`src/rtl/core/lfd_pkg.sv`:
```
// Shared types, constants and constant functions of the link flap damper.
package lfd_pkg;

  localparam int unsigned FRAC_BITS_DEF = 16;
  localparam int unsigned ADDR_W = 5;
  localparam int unsigned DIV_W = 64;
  localparam int unsigned MUL_W = 33;
  localparam logic [6:0] DIV_STEPS = 7'd64;
  localparam logic [32:0] US_PER_MS = 33'd1000;

  localparam logic [1:0] ST_UNKNOWN = 2'd0;
  localparam logic [1:0] ST_UP = 2'd1;
  localparam logic [1:0] ST_DOWN = 2'd2;

  localparam logic [1:0] K_LINK = 2'd0;
  localparam logic [1:0] K_TIME = 2'd1;
  localparam logic [1:0] K_RESTART = 2'd2;

  localparam logic [2:0] REG_MAX = 3'd0;
  localparam logic [2:0] REG_HL = 3'd1;
  localparam logic [2:0] REG_SUP = 3'd2;
  localparam logic [2:0] REG_REUSE = 3'd3;
  localparam logic [2:0] REG_FLAP = 3'd4;
  localparam logic [2:0] REG_MON = 3'd5;

  typedef struct packed {
    logic start;
    logic [6:0] steps;
    logic [DIV_W-1:0] num;
    logic [DIV_W-1:0] den;
    logic [DIV_W-1:0] rem0;
  } div_cmd_t;

  typedef struct packed {
    logic done;
    logic [DIV_W-1:0] quo;
    logic [DIV_W-1:0] rem;
  } div_sts_t;

  // k-th repeated floored Q31 square root of 2, evaluated at elaboration only.
  function automatic logic [32:0] lfd_root(input int unsigned k);
    logic [63:0] r;
    logic [63:0] n;
    logic [63:0] res;
    logic [63:0] bit_v;
    r = 64'd1 << 32;
    for (int unsigned i = 0; i < k; i++) begin
      n = r << 31;
      res = 64'd0;
      bit_v = 64'd1 << 62;
      for (int unsigned j = 0; j < 32; j++) begin
        if (n >= res + bit_v) begin
          n = n - (res + bit_v);
          res = (res >> 1) + bit_v;
        end else begin
          res = res >> 1;
        end
        bit_v = bit_v >> 2;
      end
      r = res;
    end
    return r[32:0];
  endfunction

endpackage

```
`src/rtl/core/lfd_mul.sv`:
```
// Shared registered 33 by 33 bit multiplier.
module lfd_mul import lfd_pkg::*; (
  input  logic               clk,
  input  logic [MUL_W-1:0]   a,
  input  logic [MUL_W-1:0]   b,
  output logic [2*MUL_W-1:0] prod_r
);

  always_ff @(posedge clk) begin
    prod_r <= {{MUL_W{1'b0}}, a} * {{MUL_W{1'b0}}, b};
  end

endmodule

```
`config.mk`:
```
export PLATFORM = sky130hd
export DESIGN_NAME = lfd_mul
export DESIGN_NICKNAME = d
export VERILOG_FILES = /design/src/rtl/core/lfd_pkg.sv /design/src/rtl/core/lfd_mul.sv
export SDC_FILE = /design/constraint.sdc
export NUM_CORES = 2
export LEC_CHECK = 0
export ABC_AREA = 0
export CAP_MARGIN = 15
export CORE_UTILIZATION = 65
export DETAILED_ROUTE_END_ITERATION = 6
export DONT_BUFFER_PORTS = 1
export PLACE_DENSITY = 0.9
export SYNTH_ARGS = -nofsm -noshare
export SYNTH_HDL_FRONTEND = slang
export SYNTH_SLANG_ARGS = --single-unit
```
`constraint.sdc`:
```
create_clock -name clk -period 11.2 [get_ports clk]
set_clock_uncertainty 0.05 [all_clocks]
set_input_delay 2.24 -clock clk [delete_from_list [all_inputs] [get_ports clk]]
set_output_delay 2.24 -clock clk [all_outputs]
set_load 0.005 [all_outputs]
```
=== After elaboration in Yosys (flattened, before gate mapping) ===
Cells that the tools add are included.

* Reduce and logical (&&, ||, !) cells: 0
* Equality and inequality tests: 0
* Divide/modulo/power cells: 0
* Add/sub/neg operators: 0
* $lt $le $gt $ge: 0
* Shifts and indexed selects: 0
* Bitwise gates (word level): 0
* Muxes and demuxes: 0
* Multiply operators: 1

{| class="wikitable"
|+ Operator list
! cell !! number
|-
| $mul 33x33->66 || 1
|}

* Output and inout bits: 66
* Memories: 0
* Bits in latches: 0
* Register bits after elaboration: 66
* Word-level logic and storage cells: 2
* Bits in read-only memories: 0
* Bits in writable memories: 0

=== Logic depth before layout (Yosys ltp) ===
* Word-level depth: 1
* Mapped depth: 30
* Gate-level depth less buffers: 28

=== Worst setup path after synthesis ===
OpenSTA, ideal clock, no wires.

* Path type: in2reg
* From: input port b[0]
* To: register prod_r[58]
* Data arrival time: 9.272 ns
* Data required time: 11.078 ns
* Stages on the path: 28
* Slack: 1.806 ns
* Setup time: 0.072 ns
* Buffers on the path: 2
* Path through: clkbuf_1 -> and2_1 -> fa_1 -> inv_1 -> fa_1 -> inv_1 -> fa_1 -> inv_1 -> fa_1 -> inv_1 -> fa_1 -> fa_1 -> fa_1 -> inv_1 -> fa_1 -> inv_1 -> ha_1 -> buf_2 -> nand2_1 -> or4_1 -> or3_1 -> o22ai_1 -> o211a_1 -> o21ai_2 -> nand3b_4 -> o31a_1 -> o21ai_2 -> xor2_1

* Word-level cells in the longest chain between the ends: 1

{| class="wikitable"
|+ RTL lines
! what !! line !! source
|-
| from (decl) || lfd_mul.sv:5 || <nowiki>input logic [MUL_W-1:0] b,</nowiki>
|-
| $mul 33x33->66 || lfd_mul.sv:10 || <nowiki>prod_r <= {{MUL_W{1'b0}}, a} * {{MUL_W{1'b0}}, b};</nowiki>
|-
| to (signal assigned) || lfd_mul.sv:10 ||
|-
| to (decl) || lfd_mul.sv:6 || <nowiki>output logic [2*MUL_W-1:0] prod_r</nowiki>
|}

Every way passes these cells.

=== Worst setup path after layout ===
* From: input port b[0]
* To: register prod_r[64]

Same word-level chain as after synthesis.

==> summary.log <==
[status] status complete, but fails checks
[status] violated checks design-rule violations
[drt] total wire length 96.3 mm
[floorplanning] std cell rows 86
[global_route] via count of the first global-routing pass 30.9k
[global_route] largest net degree at the start of global routing 34
[worst_setup_path] crit-path max FO 33
[synth] Seq/Total Area, Yosys 3.61%
[sta] Max-slew headroom 52.1%
[drt] number of remaining DRC errors 2
[synth] number of nets in the synthesized netlist 5338
[placed_design] routability-driven placement congestion ratio 0.953
[drt] First DRT Iteration DRCs 2255
[synth] post-synthesis async set-or-reset flop share 0%
[worst_setup_path] data required time of the worst path 11360 ps
[global_route] global-route wire length before repair 158 mm
[clock_tree] maximum clock path buffer count 2
[floorplanning] area of the die 57300 µm²
[sta] unrepaired setup endpoints after global routing no
[worst_setup_path] type of the setup path with the least slack primary input to flop
[clock_tree] H-tree levels 3
[synth] most used standard cell by instance count after synthesis sky130_fd_sc_hd__inv_1
[layout] fill cell total of the finished layout 3936
[clock_tree] setup repair bufs after CTS 0
[drt] DRT Pass-1 Iters 7
[worst_setup_path] Critical Path AT 9900 ps
[layout] flip-flop count of the largest register after layout 66
[floorplanning] area of the core 55400 µm²
[sta] number of max-slew violations in the final report 0
[synth] post-synthesis cell type count 57
[drt] routed wire length per instance 20.9 µm
[global_route] total global routing track utilization 36.1%
[synth] library cell with the largest summed area after synthesis sky130_fd_sc_hd__fa_1
[sta] slew of the pin with the lowest slew margin 718 ps
[layout] layout cells sized above 1 0.519%
[clock_tree] clk sinks 66
[floorplanning] x dimension of the die 239 µm
[layout] area of combinational cells with multiple inputs 30600 µm²
[sta] setup_tns 0 ps
[layout] registers with the most flip-flops prod_r x66
[layout] Sequential Area 1320 µm²
[floorplanning] height of the die 239 µm
[worst_setup_path] startpoint kind of the worst setup timing path primary input
[synth] flip-flop cell with the highest count after synthesis sky130_fd_sc_hd__dfxtp_1
[synth] synth cell count leaders 1048 x sky130_fd_sc_hd__inv_1, 958 x sky130_fd_sc_hd__fa_1, 574 x sky130_fd_sc_hd__and2_1, 567 x sky130_fd_sc_hd__nand2_1, 265 x sky130_fd_sc_hd__ha_1
[synth] per-instance average area after synthesis 9.04 µm²
[job] max-capacitance violation count 0
[layout] layout overhead on the synthesized area 1.18%
[synth] Post-Synthesis Cell Area 36600 µm²
[layout] largest register by flop count prod_r
[clock_tree] Root Driver sky130_fd_sc_hd__clkbuf_16
[clock_tree] Resize count post-CTS 0
[sta] final hold vios 0
[placed_design] detailed placement HPWL 75.1 mm
[clock_tree] clock-pin slew reported for the worst setup and hold paths after clock tree synthesis 60 ps
[floorplanning] starting utilization of the core area 66.1%
[clock_tree] Inserted Clock Buffers 9
[sta] Fmax 0.103 GHz
[synth] dominant cells by area after synthesis sky130_fd_sc_hd__fa_1 52%, sky130_fd_sc_hd__inv_1 11%, sky130_fd_sc_hd__and2_1 9.8%, sky130_fd_sc_hd__ha_1 9.1%, sky130_fd_sc_hd__nand2_1 5.8%
[synth] number of synthesized register bits 66
[synth] Synthesis Warnings 0
[sta] final cycle utilization of the critical path 86.9%
[drt] Final ANT Viol Nets 0
[sta] final setup violation count 0
[drt] mean number of vias per cell 5.90
[clock_tree] TritonCTS clock tree yes
[synth] number of instances in the synthesized netlist 4048
[layout] post-layout utilization of the core 66.8%
[global_route] grt ovf 0
[hold_path] path class of the lowest-slack min-delay path primary input to flop
[synth] Post-synth EDFFs 0
[global_route] initial antenna violation count 2
[layout] number of nets in the layout 5138
[clock_tree] CTS hold repair buffers 0
[placed_design] number of buffer cells added on primary ports 0
[synth] share of Yosys cell area claimed by the top area cell type 52.4%
[sta] time the final worst path needs with I/O delays and setup 9740 ps
[floorplanning] count of pins on the block boundary 133
[drt] detailed-route via count 27.1k
[worst_setup_path] endpoint class of the critical path flop
-- placed cells by master (no fill, tap or decap), types with 7 or more instances in the layout --
cell type / netlist / layout
sky130_fd_sc_hd__xor2_1: 24 / 24
sky130_fd_sc_hd__fa_1: 958 / 958
sky130_fd_sc_hd__xnor2_1: 41 / 41
sky130_fd_sc_hd__o21a_1: 7 / 7
sky130_fd_sc_hd__clkbuf_16: 0 / 9
sky130_fd_sc_hd__ha_1: 265 / 265
sky130_fd_sc_hd__o21bai_1: 8 / 8
sky130_fd_sc_hd__a21o_1: 31 / 31
sky130_fd_sc_hd__nand2_1: 567 / 567
sky130_fd_sc_hd__o21ai_0: 15 / 15
sky130_fd_sc_hd__nand4_1: 16 / 16
sky130_fd_sc_hd__and2_1: 574 / 574
sky130_fd_sc_hd__and3_1: 7 / 7
sky130_fd_sc_hd__nand3_1: 10 / 10
sky130_fd_sc_hd__inv_1: 1048 / 1048
sky130_fd_sc_hd__a21oi_1: 73 / 73
sky130_fd_sc_hd__nor2_1: 33 / 33
sky130_fd_sc_hd__o21ai_1: 23 / 23
sky130_fd_sc_hd__dfxtp_1: 66 / 66
-- logic make-up after synthesis --
family	count (synthesis)	share of synthesized area [%]
DFF	66	3.61
and+or+nand+nor	1233	17.0
buffers and inverters	1260	12.9
xor gates and xnor gates	65	1.56
adders and majority gates	1223	61.5
AOI/OAI and AO/OA	201	3.45
-- metal layers --
layer  global-route usage (%)  wire length (µm)  up-vias
met5                        0                 0        -
met4                     30.0              9650        0
met2                     59.1             46200     1814
li1                         -                 -    11100
met3                     8.67             10500      560
met1                     40.1             30000    13700
-- cell type report --
type	count	area share, %
Clock inverter	5	0.149
Multi-Input combinational cell	2722	82.5
Clock buffer	11	0.628
Tap cell	748	2.53
Sequential cell	66	3.57
Antenna cell	1	0.00676
Inverter	1049	10.6
-- stage by stage --
stage / hold WS (ps) / instances / cell area (µm²) / worst slack (ps)
after floorplan: 2320 / 4048 / 36600 / 1810
after global placement: 2320 / 4585 / 36700 / 1390
after CTS: 1970 / 4601 / 37000 / 1610
final: 1990 / 4602 / 37000 / 1460
after global routing: 1970 / 4601 / 37000 / 1280
after detailed placement: 2320 / 4585 / 36700 / 1240
-- worst paths after layout --
check	startpoint	to	slack (ps)	depth (start not counted)
hold / removal	a[0]	prod_r[0]$_DFF_P_	1990	1
setup / recovery	b[0]	prod_r[64]$_DFF_P_	1460	26
-- worst max-delay path: stages --
cell                      delay [ps]
sky130_fd_sc_hd__and2_1          160
sky130_fd_sc_hd__fa_1            540
sky130_fd_sc_hd__inv_1            60
sky130_fd_sc_hd__fa_1            540
sky130_fd_sc_hd__inv_1            50
sky130_fd_sc_hd__fa_1            540
sky130_fd_sc_hd__inv_1            80
sky130_fd_sc_hd__fa_1            530
sky130_fd_sc_hd__inv_1            50
sky130_fd_sc_hd__fa_1            480
sky130_fd_sc_hd__fa_1            450
sky130_fd_sc_hd__fa_1            650
sky130_fd_sc_hd__inv_1           100
sky130_fd_sc_hd__fa_1            490
sky130_fd_sc_hd__inv_1            50
sky130_fd_sc_hd__ha_1            370
sky130_fd_sc_hd__nand2_1         180
sky130_fd_sc_hd__nor4b_1         590
sky130_fd_sc_hd__and4_1          280
sky130_fd_sc_hd__a32o_1          290
sky130_fd_sc_hd__o21ai_1         120
sky130_fd_sc_hd__nand2_1         150
sky130_fd_sc_hd__a21oi_1         100
sky130_fd_sc_hd__and3b_1         230
sky130_fd_sc_hd__o41ai_1         410
sky130_fd_sc_hd__xor2_1          110
Power is not shown: default switching activity piles up to over one toggle a cycle in this logic, so the estimate is an artifact.
