### config.mk
export PLATFORM = sky130hd
export DESIGN_NAME = lfd_div
export DESIGN_NICKNAME = d
export VERILOG_FILES = /design/src/rtl/core/lfd_pkg.sv /design/src/rtl/core/lfd_div.sv
export SDC_FILE = /design/constraint.sdc
export NUM_CORES = 1
export LEC_CHECK = 0
export BUFFER_PORTS_ARGS = -buffer_cell sky130_fd_sc_hd__buf_2
export CAP_MARGIN = 20
export CORE_ASPECT_RATIO = 1.25
export CORE_MARGIN = 4
export CORE_UTILIZATION = 40
export DETAILED_ROUTE_END_ITERATION = 8
export GPL_ROUTABILITY_DRIVEN = 0
export PLACE_DENSITY_LB_ADDON = 0.1
export SYNTH_ARGS = -nofsm -noshare
export SYNTH_HDL_FRONTEND = slang
export SYNTH_SLANG_ARGS = --single-unit
export TNS_END_PERCENT = 50
### constraint.sdc
create_clock -name clk -period 7 [get_ports clk]
set_input_delay 1.4 -clock clk [delete_from_list [all_inputs] [get_ports clk]]
set_output_delay 1.4 -clock clk [all_outputs]
set_load 0.01 [all_outputs]
### src/rtl/core/lfd_pkg.sv
// Shared types, constants and constant functions of the link flap damper.
package lfd_pkg;

  localparam int unsigned FRAC_BITS_DEF = 16;
  localparam int unsigned ADDR_W = 5;
  localparam int unsigned DIV_W = 64;
  localparam int unsigned MUL_W = 33;
  localparam logic [6:0] DIV_STEPS = 7'd64;
  localparam logic [32:0] US_PER_MS = 33'd1000;

  localparam logic [1:0] ST_UNKNOWN = 2'd0;
  localparam logic [1:0] ST_UP = 2'd1;
  localparam logic [1:0] ST_DOWN = 2'd2;

  localparam logic [1:0] K_LINK = 2'd0;
  localparam logic [1:0] K_TIME = 2'd1;
  localparam logic [1:0] K_RESTART = 2'd2;

  localparam logic [2:0] REG_MAX = 3'd0;
  localparam logic [2:0] REG_HL = 3'd1;
  localparam logic [2:0] REG_SUP = 3'd2;
  localparam logic [2:0] REG_REUSE = 3'd3;
  localparam logic [2:0] REG_FLAP = 3'd4;
  localparam logic [2:0] REG_MON = 3'd5;

  typedef struct packed {
    logic start;
    logic [6:0] steps;
    logic [DIV_W-1:0] num;
    logic [DIV_W-1:0] den;
    logic [DIV_W-1:0] rem0;
  } div_cmd_t;

  typedef struct packed {
    logic done;
    logic [DIV_W-1:0] quo;
    logic [DIV_W-1:0] rem;
  } div_sts_t;

  // k-th repeated floored Q31 square root of 2, evaluated at elaboration only.
  function automatic logic [32:0] lfd_root(input int unsigned k);
    logic [63:0] r;
    logic [63:0] n;
    logic [63:0] res;
    logic [63:0] bit_v;
    r = 64'd1 << 32;
    for (int unsigned i = 0; i < k; i++) begin
      n = r << 31;
      res = 64'd0;
      bit_v = 64'd1 << 62;
      for (int unsigned j = 0; j < 32; j++) begin
        if (n >= res + bit_v) begin
          n = n - (res + bit_v);
          res = (res >> 1) + bit_v;
        end else begin
          res = res >> 1;
        end
        bit_v = bit_v >> 2;
      end
      r = res;
    end
    return r[32:0];
  endfunction

endpackage

### src/rtl/core/lfd_div.sv
// Shared restoring divider that retires one quotient bit per cycle.
module lfd_div import lfd_pkg::*; (
  input  logic     clk,
  input  logic     rst_n,
  input  div_cmd_t cmd,
  output div_sts_t sts
);

  logic [DIV_W-1:0] n_r;
  logic [DIV_W-1:0] r_r;
  logic [DIV_W-1:0] q_r;
  logic [DIV_W-1:0] d_r;
  logic [6:0] cnt_r;
  logic busy_r;
  logic [DIV_W:0] trial;
  logic [DIV_W:0] diff;
  logic fits;

  assign trial = {r_r, n_r[DIV_W-1]};
  assign diff = trial - {1'b0, d_r};
  assign fits = trial >= {1'b0, d_r};

  always_ff @(posedge clk) begin
    if (!rst_n) begin
      busy_r <= 1'b0;
      cnt_r <= 7'd0;
    end else if (cmd.start) begin
      busy_r <= 1'b1;
      cnt_r <= cmd.steps;
    end else if (busy_r) begin
      busy_r <= (cnt_r != 7'd1);
      cnt_r <= cnt_r - 7'd1;
    end
  end

  always_ff @(posedge clk) begin
    if (cmd.start) begin
      n_r <= cmd.num;
      r_r <= cmd.rem0;
      q_r <= '0;
      d_r <= cmd.den;
    end else if (busy_r) begin
      n_r <= {n_r[DIV_W-2:0], 1'b0};
      r_r <= fits ? diff[DIV_W-1:0] : trial[DIV_W-1:0];
      q_r <= {q_r[DIV_W-2:0], fits};
    end
  end

  assign sts.done = busy_r && (cnt_r == 7'd1);
  assign sts.quo = q_r;
  assign sts.rem = r_r;

`ifndef NO_ASSERTIONS
  a_start_idle: assert property (@(posedge clk) disable iff (!rst_n)
    cmd.start |-> !busy_r) else $error("divider started while busy");
  a_busy_cnt: assert property (@(posedge clk) disable iff (!rst_n)
    busy_r == (cnt_r != 7'd0)) else $error("divider count and busy disagree");
  a_done_end: assert property (@(posedge clk) disable iff (!rst_n)
    sts.done |=> !busy_r) else $error("divider still busy after done");
`endif

endmodule

---- After elaboration in Yosys (flattened, before gate mapping) ----
Index checks and enable logic that the tools add are counted.
cells by class
  reduce and logical (&&, ||, !) cells .... 2
  $add $sub $neg .......................... 2
  magnitude comparators ................... 1
  eq/ne operators ......................... 2
  mux-type cells .......................... 9
operator list
  kind                                                                    count
  64-bit two-way mux                                                      5
  65-bit by 64-bit >= comparator with 1-bit output                        1
  64-bit subtractor                                                       1
  7-bit two-way mux                                                       2
  7-bit by 1-bit equality test with 1-bit output (second input constant)  1
  7-bit by 1-bit != test with 1-bit output (second input constant)        1
  7-bit by 1-bit subtractor with 7-bit output (second input constant)     1
  1-bit two-way mux                                                       2
  2-bit nonzero test                                                      1
  1-bit logical AND                                                       1
storage, ports and cells
  register bits after elaboration ......... 264
  bits of input ports ..................... 202
  output and inout port bits .............. 129

---- Depth between registers and ports, before layout ----
  depth after elaboration ................. 4
  gate-level depth with buffers ........... 15

---- Least setup slack after synthesis ----
Ideal clock, no wire load.
  kind .................................... in2reg
  start ................................... in cmd[199] (netlist bit)
  end ..................................... reg n_r[0], enable pin
  setup slack ............................. 1.489 ns
  data arrival time ....................... 4.399 ns
  cell stages on the path ................. 5
  path through ............................ clkbuf_1 > inv_1 > buf_1 > clkbuf_1 > nand2_1
on the way
  longest elaborated chain between the ends .. 1
ends and longest elaborated chain
  what                          line           source
  from (decl)                   lfd_div.sv:5   input div_cmd_t cmd,
  2-bit nonzero test (no line)  --
  to (signal assigned)          lfd_div.sv:38  n_r <= cmd.num;
  to (signal assigned)          lfd_div.sv:43  n_r <= {n_r[DIV_W-2:0], 1'b0};
  to (decl)                     lfd_div.sv:9   logic [DIV_W-1:0] n_r;
Every way passes these cells.
A chain may end at the register's enable or synchronous reset.

---- Final worst setup path ----
  start ................................... reg r_r[35]
  end ..................................... reg r_r[29], data pin
on the way
  longest elaborated chain between the ends .. 4
ends and longest elaborated chain
  what                                              line           source
  from (decl)                                       lfd_div.sv:10  logic [DIV_W-1:0] r_r;
  from (signal assigned)                            lfd_div.sv:39  r_r <= cmd.rem0;
  from (signal assigned)                            lfd_div.sv:44  r_r <= fits ? diff[DIV_W-1:0] : trial[DIV_W-1:0];
  65-bit by 64-bit >= comparator with 1-bit output  lfd_div.sv:21  assign fits = trial >= {1'b0, d_r};
  64-bit two-way mux                                lfd_div.sv:44
  64-bit two-way mux                                lfd_div.sv:42  end else if (busy_r) begin
  64-bit two-way mux                                lfd_div.sv:37  if (cmd.start) begin
Every way passes these cells. The select of a mux whose other input is x is not followed.

==> results.ini <==
[run_status]
status=completed

[final_layout]
nNetsFinal=1971
nFillCells=3456
area_growth_pct=21.21
finish.utilization=0.4939
drive_above_1_share=0.2729

[synth]
synth-simple-area-share=0.1224
yosysTopAreaCell=edfxtp_1
ys_seq_elements=264
syn-num-nets=1670
yosysSeqAreaShare=0.4962
syn_area_per_cell_um2=10.37
synth_fa_ha_area_frac=0.05823
ys_dominant_reg_cell=edfxtp_1
synth_area_mm2=0.01453
ys_types=63
synth_area_leaders=edfxtp_1, dfxtp_1, ha_1
synth_compound_area_frac=0.1417
async_reset_ff_frac=0
ys_warn_count=0
synth_edf_count=192
synth_top_area_frac=0.3969
postSynthCellCount=1401
synth-xor-area-share=0.03919
synthMuxAreaShare=0.1003
synth_top_family_by_area=compound AO/OA/AOI/OAI gates

[power_and_ir_drop]
cellLeakagePower_nw=7.647
p_sw_frac=0.3576
p_per_area_mw_per_mm2=329.0
combPwrFrac=0.376
p_int_mw=3.721
seq_power_share=0.356
ir_worst_vdd_uv=188.0
power_frac_clock=0.268
p_sw_mw=2.071

[grt]
grt_max_degree=91
grt_pass1_vias=11900
grt_antenna_before_repair=18
overflow=0
grt_use_total=0.1989
grt_pass1_wl_um=63490

[worst_setup_path]
cp-end-kind=flip-flop
rr_worst_depth=11
crit_type=flip-flop to flip-flop
r2r_slack_ns=2.85
cp.required_ns=7.31
r2r-start=r_r[35]
cp.arrival_ns=4.46
cp-start-kind=flip-flop
r2r_end=r_r[29]
cp_max_fo=67

[timing]
rsz0062_at_grt=no
setup_viol=0
clock_skew_ns=0.01386
hold_viol_final=0
period_share=0.5924
relSlewSlack=0.4395
worst_pin_slew_ns=0.8408
slew_violations=0
fmax_mhz=241.1
fin_tns_setup_ns=0
period_minus_slack_ns=4.147

[clock_tree]
root_buffer=clkbuf_16
hold_buffers=0
cts_buffers=30
cts_sinks=264
clk_latency_ns=0.57
cts.clk_slew.worst_paths_ns=0.06
cts_tree=done
ctsResizeCount=0
cts_max_level=1
cts.path.max_buffers=3
post_cts_buffers=0

[route]
drc_errors=0
post_drt_wl_per_cell_um=18.46
first_iter_violations=646
avgViaCountPerCell=5.296
drtAntennaViolNets=0
drtPass1Iterations=6
wl_um=40700
num_vias=11670

[placed_design]
hpwl_um=30120
portBuffers=330

[die]
coreArea_mm2=0.03565
initial_utilization=0.4075
die_height_um=221.1
boundaryPins=331
die_w_um=178.4
die_area_mm2=0.03944
num_rows=77

[worst_hold_path]
worstHoldStart=q_r[63]
hp-class=flip-flop to flip-flop
hold_depth=2
min_to=q_r[63]

[flow_run]
max-cap-violations=0

power by group through the flow:
stage,sequential [mW],combinational (mW),clock [mW]
6_report,2.06,2.18,1.55
5_1_grt,2.09,2.43,1.67
4_1_cts,2.07,2.18,1.59
3_5_place_dp,2.10,2.17,0
3_3_place_gp,2.09,2.17,0
2_1_floorplan,2.13,1.52,0
metal layers:
layer | up-vias | track usage | share of wire
met5 | - | 0 | 0.0048
met4 | 28 | 0.06911 | 0.036
met3 | 105 | 0.06743 | 0.084
met2 | 354 | 0.3392 | 0.48
met1 | 5483 | 0.2324 | 0.39
li1 | 5702 | - | -
synth_stat cells (4+ instances only):
cell	instances
a221oi_1	4
buf_1	7
a221o_1	8
o21bai_1	14
o21a_1	16
a31oi_1	36
buf_2	17
o2111ai_1	4
o31ai_1	8
nor3_1	44
a21o_1	20
clkbuf_1	47
nor2b_1	7
o21ai_0	46
a211oi_1	6
nor4_1	5
nand2b_1	6
mux2_2	68
o21ai_1	19
xnor2_1	32
edfxtp_1	192
ha_1	66
nand2_1	154
a21oi_1	92
o211ai_1	15
and2_1	12
and3_1	11
nand4_1	24
dfxtp_1	72
nand3_1	7
inv_1	86
xor2_1	33
a211o_1	5
nor2_1	114
mux2i_1	69
area by class of cell:
cell class / instances / area, µm² / area share
sequential: 264 / 7211 / 0.4096
clock inverter: 6 / 61.31 / 0.003482
inverter: 86 / 322.8 / 0.01834
tap: 474 / 593.1 / 0.03369
timing repair buffer: 340 / 1777 / 0.1009
clock buffer: 50 / 908.4 / 0.05160
multi-input combinational: 980 / 6723 / 0.3819
antenna: 4 / 10.01 / 0.0005685
cells in the final DEF, fill, tap and decap left out, drive strengths merged, types with 10 or more instances in the layout:
cell type and instances:
o21a 16, nor3 44, nand2 154, o211ai 15, and3 11, xor2 33
a21o 20, mux2 68, and2 12, inv 88, o31ai 10, edfxtp 192
dfxtp 72, nor2 114, a31oi 37, clkbuf 50, ha 66, buf 340
a21oi 93, xnor2 32, mux2i 69, o21bai 14, nand4 25, o21ai 65
worst max-delay path by stage:
stage | endpoint | depth (start not counted) | from | slack (ns)
after global placement | r_r[40] | 6 | cmd[199] | 2.89
after CTS | r_r[29] | 11 | r_r[35] | 2.78
final | r_r[29] | 11 | r_r[35] | 2.85
after global routing | r_r[45] | 11 | r_r[35] | 2.47
after floorplan | n_r[0] | 5 | cmd[199] | 1.49
after detailed placement | r_r[29] | 11 | r_r[35] | 2.79
metrics by stage:
step                      power, mW  instance area (µm²)  cells  worst slack (ns)  hold WS [ns]
after floorplan               3.647                14530   1401             1.489        0.5163
after global placement        4.258                16570   2142             2.888        0.4741
after detailed placement      4.266                16570   2142             2.788        0.4816
after CTS                     5.844                17540   2198             2.782        0.4971
after global routing          6.184                17600   2202             2.467        0.5255
final                         5.792                17610   2204             2.853        0.4965
sequential cells by signal (all words and copies together) (netlist names):
register	count
busy_r	1
d_r	64
cnt_r	7
n_r	64
q_r	64
r_r	64
critical path, stage by stage, from the launching register on:
cell      delay [ns]
edfxtp_1        0.47
ha_1            0.44
a21oi_1         0.23
o21ai_1         0.12
a221oi_1        0.34
o21ai_0         0.22
a221oi_1        0.38
nand3_1         0.19
a21oi_4         0.16
buf_4           0.57
nor2_1          0.38
a221o_1         0.39
logic make-up after synthesis:
group	Yosys count
fa+ha+maj	67
flops	264
xor+xnor	65
compound gates	316
mux	137
buf+inv	157
simple gates	395
Power figures use the tool's default switching activity.
